`config.mk`:
```
export PLATFORM = sky130hd
export DESIGN_NAME = scaled_running_average_per_channel_unit_flat
export DESIGN_NICKNAME = d
export VERILOG_FILES = /design/src/rtl/sravg_pkg.sv /design/src/rtl/sravg_if.sv /design/src/rtl/sravg_store.sv /design/src/rtl/sravg_div.sv /design/src/rtl/scaled_running_average_per_channel_unit.sv /design/src/flat_wrapper.sv
export SDC_FILE = /design/constraint.sdc
export NUM_CORES = 2
export LEC_CHECK = 0
export BUFFER_PORTS_ARGS = -buffer_cell sky130_fd_sc_hd__buf_2
export CAP_MARGIN = 10
export CORE_ASPECT_RATIO = 1.1
export CORE_MARGIN = 4
export CORE_UTILIZATION = 55
export DETAILED_ROUTE_END_ITERATION = 8
export PLACE_DENSITY = 0.71
export SETUP_SLACK_MARGIN = 0.4
export SYNTH_ARGS = -nofsm -noshare
export SYNTH_HDL_FRONTEND = slang
export SYNTH_SLANG_ARGS = --single-unit
```
`constraint.sdc`:
```
create_clock -name clk -period 24.9 [get_ports clk]
set_input_delay 1.245 -clock clk [delete_from_list [all_inputs] [get_ports clk]]
set_output_delay 1.245 -clock clk [all_outputs]
set_load 0.03 [all_outputs]
```
`src/rtl/sravg_pkg.sv`:
```
// Shared constants and control types for the scaled running average unit.
// No dependencies; used by every other file of the block.
package sravg_pkg;

  localparam int ChanBits      = 3;
  localparam int SampleInBits  = 12;
  localparam int ScaleBits     = 16;
  localparam int TotalBits     = 32;
  localparam int AvgBits       = 28;
  localparam int ProductBits   = TotalBits + ScaleBits;

  localparam int NumChannelsDef = 8;
  localparam int CountBitsDef   = 20;
  localparam int SampleBitsDef  = 12;

  localparam int CfgIndexBits = 1;
  localparam logic [CfgIndexBits-1:0] RegAudioScale = 1'd0;
  localparam logic [CfgIndexBits-1:0] RegOtherScale = 1'd1;

  localparam logic [ScaleBits-1:0] AudioScaleReset = 16'd256;
  localparam logic [ScaleBits-1:0] OtherScaleReset = 16'd256;

  localparam logic OpSample = 1'b0;
  localparam logic OpClear  = 1'b1;

  typedef struct packed {
    logic upd;
    logic clr;
  } st_cmd_t;

  typedef struct packed {
    logic busy;
    logic done;
  } div_stat_t;

endpackage

```
`src/rtl/sravg_if.sv`:
```
// Valid/ready channel interfaces for the sample input and the average output.
// Depends on sravg_pkg for field widths.
interface sravg_in_if;
  logic                               valid;
  logic                               ready;
  logic                               op;
  logic [sravg_pkg::ChanBits-1:0]     channel;
  logic [sravg_pkg::SampleInBits-1:0] sample_value;

  modport source (output valid, op, channel, sample_value, input ready);
  modport sink (input valid, op, channel, sample_value, output ready);
endinterface

interface sravg_out_if;
  logic                          valid;
  logic                          ready;
  logic [sravg_pkg::ChanBits-1:0] out_channel;
  logic [sravg_pkg::AvgBits-1:0]  scaled_average;
  logic                          overflow;

  modport source (output valid, out_channel, scaled_average, overflow, input ready);
  modport sink (input valid, out_channel, scaled_average, overflow, output ready);
endinterface

```
`src/rtl/sravg_store.sv`:
```
// Per-channel running total, sample count and clear mark, with the update rule.
// Depends on sravg_pkg for widths and the command struct.
module sravg_store #(
  parameter int NUM_CHANNELS = sravg_pkg::NumChannelsDef,
  parameter int COUNT_BITS   = sravg_pkg::CountBitsDef,
  parameter int SAMPLE_BITS  = sravg_pkg::SampleBitsDef,
  parameter int CH_IDX_W     = (NUM_CHANNELS > 1) ? $clog2(NUM_CHANNELS) : 1
) (
  input  logic                           clk,
  input  logic                           rst,
  input  sravg_pkg::st_cmd_t             cmd,
  input  logic [CH_IDX_W-1:0]            idx,
  input  logic [SAMPLE_BITS-1:0]         sample,
  output logic [sravg_pkg::TotalBits-1:0] total,
  output logic [COUNT_BITS-1:0]          tally,
  output logic                           ovf
);
  import sravg_pkg::*;

  logic [TotalBits-1:0]  running_total [NUM_CHANNELS];
  logic [COUNT_BITS-1:0] sample_tally  [NUM_CHANNELS];
  logic [NUM_CHANNELS-1:0] clear_pending;

  logic [TotalBits-1:0]  cur_total;
  logic [COUNT_BITS-1:0] cur_tally;

  always_comb begin
    cur_total = clear_pending[idx] ? '0 : running_total[idx];
    cur_tally = clear_pending[idx] ? '0 : sample_tally[idx];
    ovf       = (cur_tally == {COUNT_BITS{1'b1}});
    total     = ovf ? cur_total : cur_total + TotalBits'(sample);
    tally     = ovf ? cur_tally : cur_tally + COUNT_BITS'(1);
  end

  always_ff @(posedge clk) begin
    if (rst) begin
      for (int i = 0; i < NUM_CHANNELS; i++) begin
        running_total[i] <= '0;
        sample_tally[i]  <= '0;
      end
      clear_pending <= '0;
    end else if (cmd.upd) begin
      running_total[idx] <= total;
      sample_tally[idx]  <= tally;
      clear_pending[idx] <= 1'b0;
    end else if (cmd.clr) begin
      clear_pending[idx] <= 1'b1;
    end
  end

endmodule

```
`src/rtl/sravg_div.sv`:
```
// Restoring divider, one quotient bit per cycle.
// Depends on sravg_pkg for the status struct.
module sravg_div #(
  parameter int DIVIDEND_W = sravg_pkg::ProductBits,
  parameter int DIVISOR_W  = sravg_pkg::CountBitsDef
) (
  input  logic                  clk,
  input  logic                  rst,
  input  logic                  start,
  input  logic [DIVIDEND_W-1:0] dividend,
  input  logic [DIVISOR_W-1:0]  divisor,
  output sravg_pkg::div_stat_t  stat,
  output logic [DIVIDEND_W-1:0] quotient
);
  import sravg_pkg::*;

  localparam int CntW = (DIVIDEND_W > 1) ? $clog2(DIVIDEND_W) : 1;

  logic [DIVIDEND_W-1:0] quo;
  logic [DIVISOR_W-1:0]  rem;
  logic [DIVISOR_W-1:0]  dvs;
  logic [CntW-1:0]       cnt;
  logic                  busy;
  logic                  done;

  logic [DIVISOR_W:0] trial;
  logic [DIVISOR_W:0] diff;
  logic               ge;

  always_comb begin
    trial = {rem, quo[DIVIDEND_W-1]};
    diff  = trial - {1'b0, dvs};
    ge    = (trial >= {1'b0, dvs});
  end

  always_ff @(posedge clk) begin
    if (rst) begin
      busy <= 1'b0;
      done <= 1'b0;
    end else begin
      done <= 1'b0;
      if (start) begin
        busy <= 1'b1;
        cnt  <= CntW'(DIVIDEND_W - 1);
        quo  <= dividend;
        rem  <= '0;
        dvs  <= divisor;
      end else if (busy) begin
        quo <= {quo[DIVIDEND_W-2:0], ge};
        rem <= ge ? diff[DIVISOR_W-1:0] : trial[DIVISOR_W-1:0];
        cnt <= cnt - CntW'(1);
        if (cnt == '0) begin
          busy <= 1'b0;
          done <= 1'b1;
        end
      end
    end
  end

  assign stat.busy = busy;
  assign stat.done = done;
  assign quotient  = quo;

endmodule

```
`src/rtl/scaled_running_average_per_channel_unit.sv`:
```
// Scaled running average per converter channel: top level and sequencer.
// Depends on sravg_pkg, sravg_if, sravg_store and sravg_div.
//
// Usage:
//   samples: input beats carry op, channel and sample_value. A sample beat
//     adds to its channel and yields one result beat with the channel,
//     total*scale/count and the overflow flag. A clear beat marks the channel
//     so its next sample restarts the average; it yields no result. A beat
//     for a channel beyond the configured count is dropped.
//   results: one output register; a held result does not block the next
//     input beat, only the hand-off of the following result.
//   cfg_we/cfg_index/cfg_data: scale writes, audio scale for channel zero,
//     other scale for the rest. Write only while idle.
// Sequence: an update step with the 32x16 multiply, a load step, the
//   one-bit-per-cycle divider, a step to see it finish and an output step
//   that waits while a held result is not yet taken. A clear beat ends
//   after the update step; a dropped beat leaves the sequencer idle.
// Flow: one shared divider; no new sample enters while one is in work; ready is
//   low while an item is in work and while a finished result waits for a
//   stalled receiver.
// Reset: totals, counts and clear marks go to zero, scales to 256.
module scaled_running_average_per_channel_unit #(
  parameter int NUM_CHANNELS = sravg_pkg::NumChannelsDef,
  parameter int COUNT_BITS   = sravg_pkg::CountBitsDef,
  parameter int SAMPLE_BITS  = sravg_pkg::SampleBitsDef
) (
  input  logic                                 clk,
  input  logic                                 rst,
  sravg_in_if.sink                             samples,
  sravg_out_if.source                          results,
  input  logic                                 cfg_we,
  input  logic [sravg_pkg::CfgIndexBits-1:0]   cfg_index,
  input  logic [sravg_pkg::ScaleBits-1:0]      cfg_data
);
  import sravg_pkg::*;

  localparam int ChIdxW = (NUM_CHANNELS > 1) ? $clog2(NUM_CHANNELS) : 1;

  typedef enum logic [2:0] {S_IDLE, S_UPD, S_START, S_DIV, S_DONE} state_t;

  state_t state;

  logic [ScaleBits-1:0] audio_scale;
  logic [ScaleBits-1:0] other_scale;

  logic                   op_q;
  logic [ChanBits-1:0]    chan_q;
  logic [SAMPLE_BITS-1:0] samp_q;
  logic [ProductBits-1:0] prod_q;
  logic [COUNT_BITS-1:0]  tally_q;
  logic                   ovf_q;

  logic                   out_valid;
  logic [ChanBits-1:0]    out_chan;
  logic [AvgBits-1:0]     out_avg;
  logic                   out_ovf;

  st_cmd_t                st_cmd;
  logic [ChIdxW-1:0]      st_idx;
  logic [TotalBits-1:0]   st_total;
  logic [COUNT_BITS-1:0]  st_tally;
  logic                   st_ovf;

  div_stat_t              div_stat;
  logic                   div_start;
  logic [ProductBits-1:0] quotient;

  logic [ScaleBits-1:0]   scale_sel;
  logic [ProductBits-1:0] mul_res;
  logic                   in_range;

  assign in_range  = (32'(samples.channel) < 32'(NUM_CHANNELS));
  assign st_idx    = ChIdxW'(chan_q);
  assign st_cmd.upd = (state == S_UPD) && (op_q == OpSample);
  assign st_cmd.clr = (state == S_UPD) && (op_q == OpClear);
  assign scale_sel = (chan_q == '0) ? audio_scale : other_scale;
  assign mul_res   = ProductBits'(st_total) * ProductBits'(scale_sel);
  assign div_start = (state == S_START);

  sravg_store #(
    .NUM_CHANNELS(NUM_CHANNELS),
    .COUNT_BITS(COUNT_BITS),
    .SAMPLE_BITS(SAMPLE_BITS),
    .CH_IDX_W(ChIdxW)
  ) u_store (
    .clk(clk),
    .rst(rst),
    .cmd(st_cmd),
    .idx(st_idx),
    .sample(samp_q),
    .total(st_total),
    .tally(st_tally),
    .ovf(st_ovf)
  );

  sravg_div #(
    .DIVIDEND_W(ProductBits),
    .DIVISOR_W(COUNT_BITS)
  ) u_div (
    .clk(clk),
    .rst(rst),
    .start(div_start),
    .dividend(prod_q),
    .divisor(tally_q),
    .stat(div_stat),
    .quotient(quotient)
  );

  always_ff @(posedge clk) begin
    if (rst) begin
      audio_scale <= AudioScaleReset;
      other_scale <= OtherScaleReset;
    end else if (cfg_we) begin
      unique case (cfg_index)
        RegAudioScale: audio_scale <= cfg_data;
        RegOtherScale: other_scale <= cfg_data;
        default: ;
      endcase
    end
  end

  always_ff @(posedge clk) begin
    if (rst) begin
      state     <= S_IDLE;
      out_valid <= 1'b0;
    end else begin
      if (results.ready && (state != S_DONE)) begin
        out_valid <= 1'b0;
      end
      unique case (state)
        S_IDLE: begin
          if (samples.valid && in_range) begin
            op_q   <= samples.op;
            chan_q <= samples.channel;
            samp_q <= SAMPLE_BITS'(samples.sample_value);
            state  <= S_UPD;
          end
        end
        S_UPD: begin
          if (op_q == OpClear) begin
            state <= S_IDLE;
          end else begin
            prod_q  <= mul_res;
            tally_q <= st_tally;
            ovf_q   <= st_ovf;
            state   <= S_START;
          end
        end
        S_START: begin
          state <= S_DIV;
        end
        S_DIV: begin
          if (div_stat.done) begin
            state <= S_DONE;
          end
        end
        S_DONE: begin
          if (!out_valid || results.ready) begin
            out_valid <= 1'b1;
            out_chan  <= chan_q;
            out_avg   <= (tally_q == '0) ? '0 : quotient[AvgBits-1:0];
            out_ovf   <= ovf_q;
            state     <= S_IDLE;
          end
        end
        default: state <= S_IDLE;
      endcase
    end
  end

  assign samples.ready          = (state == S_IDLE);
  assign results.valid          = out_valid;
  assign results.out_channel    = out_chan;
  assign results.scaled_average = out_avg;
  assign results.overflow       = out_ovf;

`ifndef SYNTHESIS
  a_div_idle: assert property (@(posedge clk) disable iff (rst)
    (state == S_IDLE) |-> !div_stat.busy)
    else $error("divider busy while sequencer idle");

  a_done_in_div: assert property (@(posedge clk) disable iff (rst)
    div_stat.done |-> (state == S_DIV))
    else $error("divider finished outside divide phase");

  a_tally_nonzero: assert property (@(posedge clk) disable iff (rst)
    (state == S_DIV) |-> (tally_q != '0))
    else $error("divide started with zero count");

  a_start_busy: assert property (@(posedge clk) disable iff (rst)
    div_start |=> div_stat.busy)
    else $error("divider did not start");
`endif

endmodule
```
`src/flat_wrapper.sv`:
```
// flat-port wrapper written by rule: the top's interface ports become plain ports
module scaled_running_average_per_channel_unit_flat import sravg_pkg::*;
#(
  parameter int NUM_CHANNELS = sravg_pkg::NumChannelsDef,
  parameter int COUNT_BITS   = sravg_pkg::CountBitsDef,
  parameter int SAMPLE_BITS  = sravg_pkg::SampleBitsDef
)
  (clk, rst, cfg_we, cfg_index, cfg_data, samples_valid, samples_op, samples_channel, samples_sample_value, samples_ready, results_valid, results_out_channel, results_scaled_average, results_overflow, results_ready);
  sravg_in_if samples_i ();
  sravg_out_if results_i ();
  input  logic clk;
  input  logic rst;
  input  logic cfg_we;
  input  logic [sravg_pkg::CfgIndexBits-1:0] cfg_index;
  input  logic [sravg_pkg::ScaleBits-1:0] cfg_data;
  input wire logic [$bits(samples_i.valid)-1:0] samples_valid;
  input wire logic [$bits(samples_i.op)-1:0] samples_op;
  input wire logic [$bits(samples_i.channel)-1:0] samples_channel;
  input wire logic [$bits(samples_i.sample_value)-1:0] samples_sample_value;
  output wire logic [$bits(samples_i.ready)-1:0] samples_ready;
  output wire logic [$bits(results_i.valid)-1:0] results_valid;
  output wire logic [$bits(results_i.out_channel)-1:0] results_out_channel;
  output wire logic [$bits(results_i.scaled_average)-1:0] results_scaled_average;
  output wire logic [$bits(results_i.overflow)-1:0] results_overflow;
  input wire logic [$bits(results_i.ready)-1:0] results_ready;
  assign samples_i.valid = samples_valid;
  assign samples_i.op = samples_op;
  assign samples_i.channel = samples_channel;
  assign samples_i.sample_value = samples_sample_value;
  assign samples_ready = samples_i.ready;
  assign results_valid = results_i.valid;
  assign results_out_channel = results_i.out_channel;
  assign results_scaled_average = results_i.scaled_average;
  assign results_overflow = results_i.overflow;
  assign results_i.ready = results_ready;
  scaled_running_average_per_channel_unit #(.NUM_CHANNELS(NUM_CHANNELS), .COUNT_BITS(COUNT_BITS), .SAMPLE_BITS(SAMPLE_BITS)) u_core (.clk(clk), .rst(rst), .samples(samples_i), .results(results_i), .cfg_we(cfg_we), .cfg_index(cfg_index), .cfg_data(cfg_data));
endmodule
```
==> results <==
- The flow ran to the end, and the final reports show no timing, DRC or antenna violations.
- The library cell appearing most often on the critical path is sky130_fd_sc_hd__fa_1.
- The HPWL after detailed placement is 86100 um.
- The capturing element type of the critical path is a register.
- On the final layout, the worst clock skew is 0.0355 ns.
- The reported leakage power is 21.3 nW.
- The insertion delay to the later sink of the worst-skew pair is 0.65 ns.
- The count of maximum capacitance violations is 0.
- The H-tree was split into 3 levels.
- Among cell families on the critical path, the largest total delay comes from adder cells.
- The analysis attributes to net switching a power of 1.48 mW.
- Post-CTS timing repair inserted 0 buffers for setup.
- The cell area after placement is 48600 um^2.
- On the critical path, the stage with the largest delay is an instance of sky130_fd_sc_hd__xor2_1.
- The first global-routing pass estimated 196000 um of wire.
- Relative to the synthesized area, the layout overhead comes to 8.15%.
- In the post-synthesis netlist, the cell with the most instances is sky130_fd_sc_hd__nor2_1.
- Yosys mapped a number of flops with a built-in enable equal to 627.
- Along the worst path, the maximum fanout reaches 44.
- Of the post-synthesis cell area, the dominant cell type holds 39.9%.
- Global routing used 28.5% of the available tracks across all layers.
- The synthesized instance count is 4324.
- Together, buffers and inverters on the worst path number 4.
- Cells with a size suffix above 1 make up 10.8% of the layout.
- In the routed layout, each cell is associated on average with a via count of 6.03.
- Dividing the final minimum period by the clock period gives 49.1%.
- The number of global-route vias before repair is 33800.
- The number of synthesized register bits is 676.
- In this run the tightest slew margin relative to its limit is 17.1%.
- The clock tree from TritonCTS is built.
- The tree is rooted in a sky130_fd_sc_hd__clkbuf_16.
- The floorplan die area is 90600 um^2.
- The proportion of synthesized flip-flops having asynchronous set or reset is 0%.
- The synthesized area divided by synthesized cell count is 10.9 um^2.
- The clock network is responsible for 27.5% of the overall power.
- Once the clock tree was built, the resizer swapped 0 gates to a different size.
- The cell-internal power is 2.55 mW.
- The required time of the critical path is 25.27 ns.
- The pin count of the biggest net entering global routing is 76.
- The CTS buffer count is 70.
- At the end of the flow, the number of nets in the layout was 4933.
- After clock tree synthesis, the clock-pin slew on the worst setup and hold paths is 0.07 ns.
- The leading area contributor after synthesis is sky130_fd_sc_hd__edfxtp_1.
- In this run the vertical extent of the chip is 315 um.
- For this block, the routed nets add up to 127000 um of wire.
- The row count is 112.
- The sink count of the clock tree is 676.
- The power per cell area is 79.1 nW/um^2.
- Setup repair after global routing left no endpoint under its margin.
- The initial utilization of the core area, before any placement, comes to 55.6%.
- The final critical-path required period is 12.24 ns.
- The class of the worst hold path is register to register.
- Of the total power, registers draw 33.6%.
- The critical path is of the register to register type.
- Setup violations remaining at the end of the flow were counted as 0.
- The global placer's final weighted congestion is 1.01.
- Across the VDD grid, the largest voltage drop is 0.0000833 V.
- The post-synthesis sequential area ratio is 42.0%.
- The number of nets produced by synthesis is 4937.
- By count the netlist is led by sky130_fd_sc_hd__nor2_1 (677), sky130_fd_sc_hd__edfxtp_1 (627), sky130_fd_sc_hd__nand2_1 (593).
- The maximum count of clock buffers along a single path is 3.
- The die outline width is 287 um.
- In this run, the combinational gates consume 38.9% of the power.
- The first detailed-routing pass took 7 iterations.
- The arrival time of data at the critical path endpoint is 12.61 ns.
- The number of remaining DRC errors is 0.
- The first routing iteration left 3888 violations.
- The number of primary I/O pins is 72.
- The quantity of I/O buffers inserted on ports is 71.
- The final cell area excluding filler cells is 51100 um^2.
- In this run the cell area of the synthesized design comes to 47200 um^2.
- Of the total power, the share spent switching nets is 36.8%.
- The number of antenna violations at the first check in global routing came to 2.
- By area the synthesized netlist is led by sky130_fd_sc_hd__edfxtp_1 (40%), sky130_fd_sc_hd__fa_1 (18%), sky130_fd_sc_hd__nor2_1 (5.4%), sky130_fd_sc_hd__mux4_2 (4.8%), sky130_fd_sc_hd__nand2_1 (4.7%).
- For the pin with the worst max-slew slack, the measured transition is 1.24 ns.
- The count of cell types in the netlist is 90.
- The final max-slew violation count is 0.
- For this design, the CTS-stage hold fixing added 0 buffers.
- Detailed routing inserted a total of 33300 vias.
- The number of warnings printed during yosys synthesis is 0.
- After detailed routing, the average wire length per cell comes to 23.1 um.
- The core area is 84900 um^2.
- Global routing finished with a remaining overflow of 0.
- The prevailing post-synth register cell is sky130_fd_sc_hd__edfxtp_1.
- In the final timing run, aggregate negative setup slack is 0 ns.
- The maximum cell stage delay along the critical path is 0.84 ns.
- Static timing analysis puts the maximum clock frequency at 81.7 MHz.
- The sort of element at the start of the critical path is a register.
- The final count of hold timing violations is 0.
- The number of nets with antenna violations after routing is 0.
## logic make-up after synthesis
logic type | synth area share [%]
fa+ha+maj | 21.9
simple gates | 15.0
flops | 42.0
buf+inv | 6.36
mux | 7.88
xor+xnor | 1.97
compound gates | 4.90
## metrics by stage
stage | utilization (%) | setup WS (ns) | power, mW | hold WS, ns | instances
final | 60.1 | 12.66 | 4.04 | 0.449 | 5517
after global placement | 57.2 | 13.23 | 2.91 | 0.414 | 5386
after global routing | 60.1 | 11.97 | 4.29 | 0.465 | 5516
after floorplan | - | 14.01 | 2.53 | 0.400 | 4324
after detailed placement | 57.2 | 13.00 | 2.94 | 0.410 | 5386
after CTS | 60.1 | 12.93 | 4.05 | 0.446 | 5514
## layer usage
layer / vias up / wire [um] / track usage, %
met1: 16600 / 47200 / 38.1
met2: 1900 / 60200 / 46.0
met3: 375 / 14300 / 5.78
li1: 14400 / - / -
met5: - / 0 / 0
met4: 0 / 5710 / 11.9
## final cells by class
cell class / count / area, um^2
sequential: 676 / 19800
antenna: 1 / 2.50
fill: 6902 / 33900
clock inverter: 41 / 480
inverter: 508 / 1910
clock buffer: 87 / 1940
timing repair buffer: 154 / 976
tap: 1140 / 1430
multi-input combinational: 2910 / 24500
## registers in the layout, summed over array words and instances (netlist names), 3 cells and up, named ones only
| name | count |
|---|---|
| u_core.other_scale | 16 |
| u_core.tally_q | 20 |
| u_core.audio_scale | 16 |
| u_core.chan_q | 3 |
| u_core.prod_q | 48 |
| u_core.u_store.sample_tally | 160 |
| u_core.u_div.dvs | 20 |
| u_core.u_div.cnt | 6 |
| u_core.u_div.quotient | 48 |
| u_core.u_store.running_total | 256 |
| u_core.u_div.rem | 20 |
| u_core.results.scaled_average | 28 |
| u_core.results.out_channel | 3 |
| u_core.samp_q | 12 |
| u_core.state | 3 |
## layout by cell type, fill, tap and decap left out, types with 46 or more instances in the layout
cell type and instances:
sky130_fd_sc_hd__mux2i_1 79, sky130_fd_sc_hd__ha_1 155, sky130_fd_sc_hd__o21ai_0 55, sky130_fd_sc_hd__nand2_1 588, sky130_fd_sc_hd__xnor2_1 59, sky130_fd_sc_hd__nand3_1 61, sky130_fd_sc_hd__a21oi_1 150, sky130_fd_sc_hd__dfxtp_1 46
sky130_fd_sc_hd__nor3_1 84, sky130_fd_sc_hd__inv_1 507, sky130_fd_sc_hd__clkbuf_16 75, sky130_fd_sc_hd__buf_2 72, sky130_fd_sc_hd__fa_1 420, sky130_fd_sc_hd__a21o_1 48, sky130_fd_sc_hd__buf_4 82, sky130_fd_sc_hd__edfxtp_1 627
sky130_fd_sc_hd__mux4_2 101, sky130_fd_sc_hd__nor2_1 674
## worst register-to-register path: cells and delay by family (launching register included)
family	cells	cell delay, ns
buffers and inverters	4	0.74
adder cells (fa/ha/maj)	9	4.06
multiplexers	2	0.98
XOR/XNOR	2	0.94
flip-flops	1	0.60
AND/OR/NAND/NOR	4	1.15
AO/OA/AOI/OAI	11	3.48
## final timing paths
check / to / depth (start not counted) / slack (ns) / from
setup / recovery: u_core.prod_q[41] / 32 / 12.66 / u_core.chan_q[0]
hold / removal: u_core.u_div.dvs[7] / 0 / 0.45 / u_core.tally_q[7]
setup reg to reg: u_core.prod_q[41] / 32 / 12.66 / u_core.chan_q[0]
hold reg to reg: u_core.u_div.dvs[7] / 0 / 0.45 / u_core.tally_q[7]
## power groups by stage
stage          clock network [mW]  registers (mW)  logic (mW)
2_1_floorplan                   0            1.37        1.16
3_3_place_gp                    0            1.38        1.53
3_5_place_dp                    0            1.38        1.56
4_1_cts                      1.12            1.36        1.57
5_1_grt                      1.17            1.36        1.76
6_report                     1.11            1.36        1.57
Power figures use the tool's default switching activity.
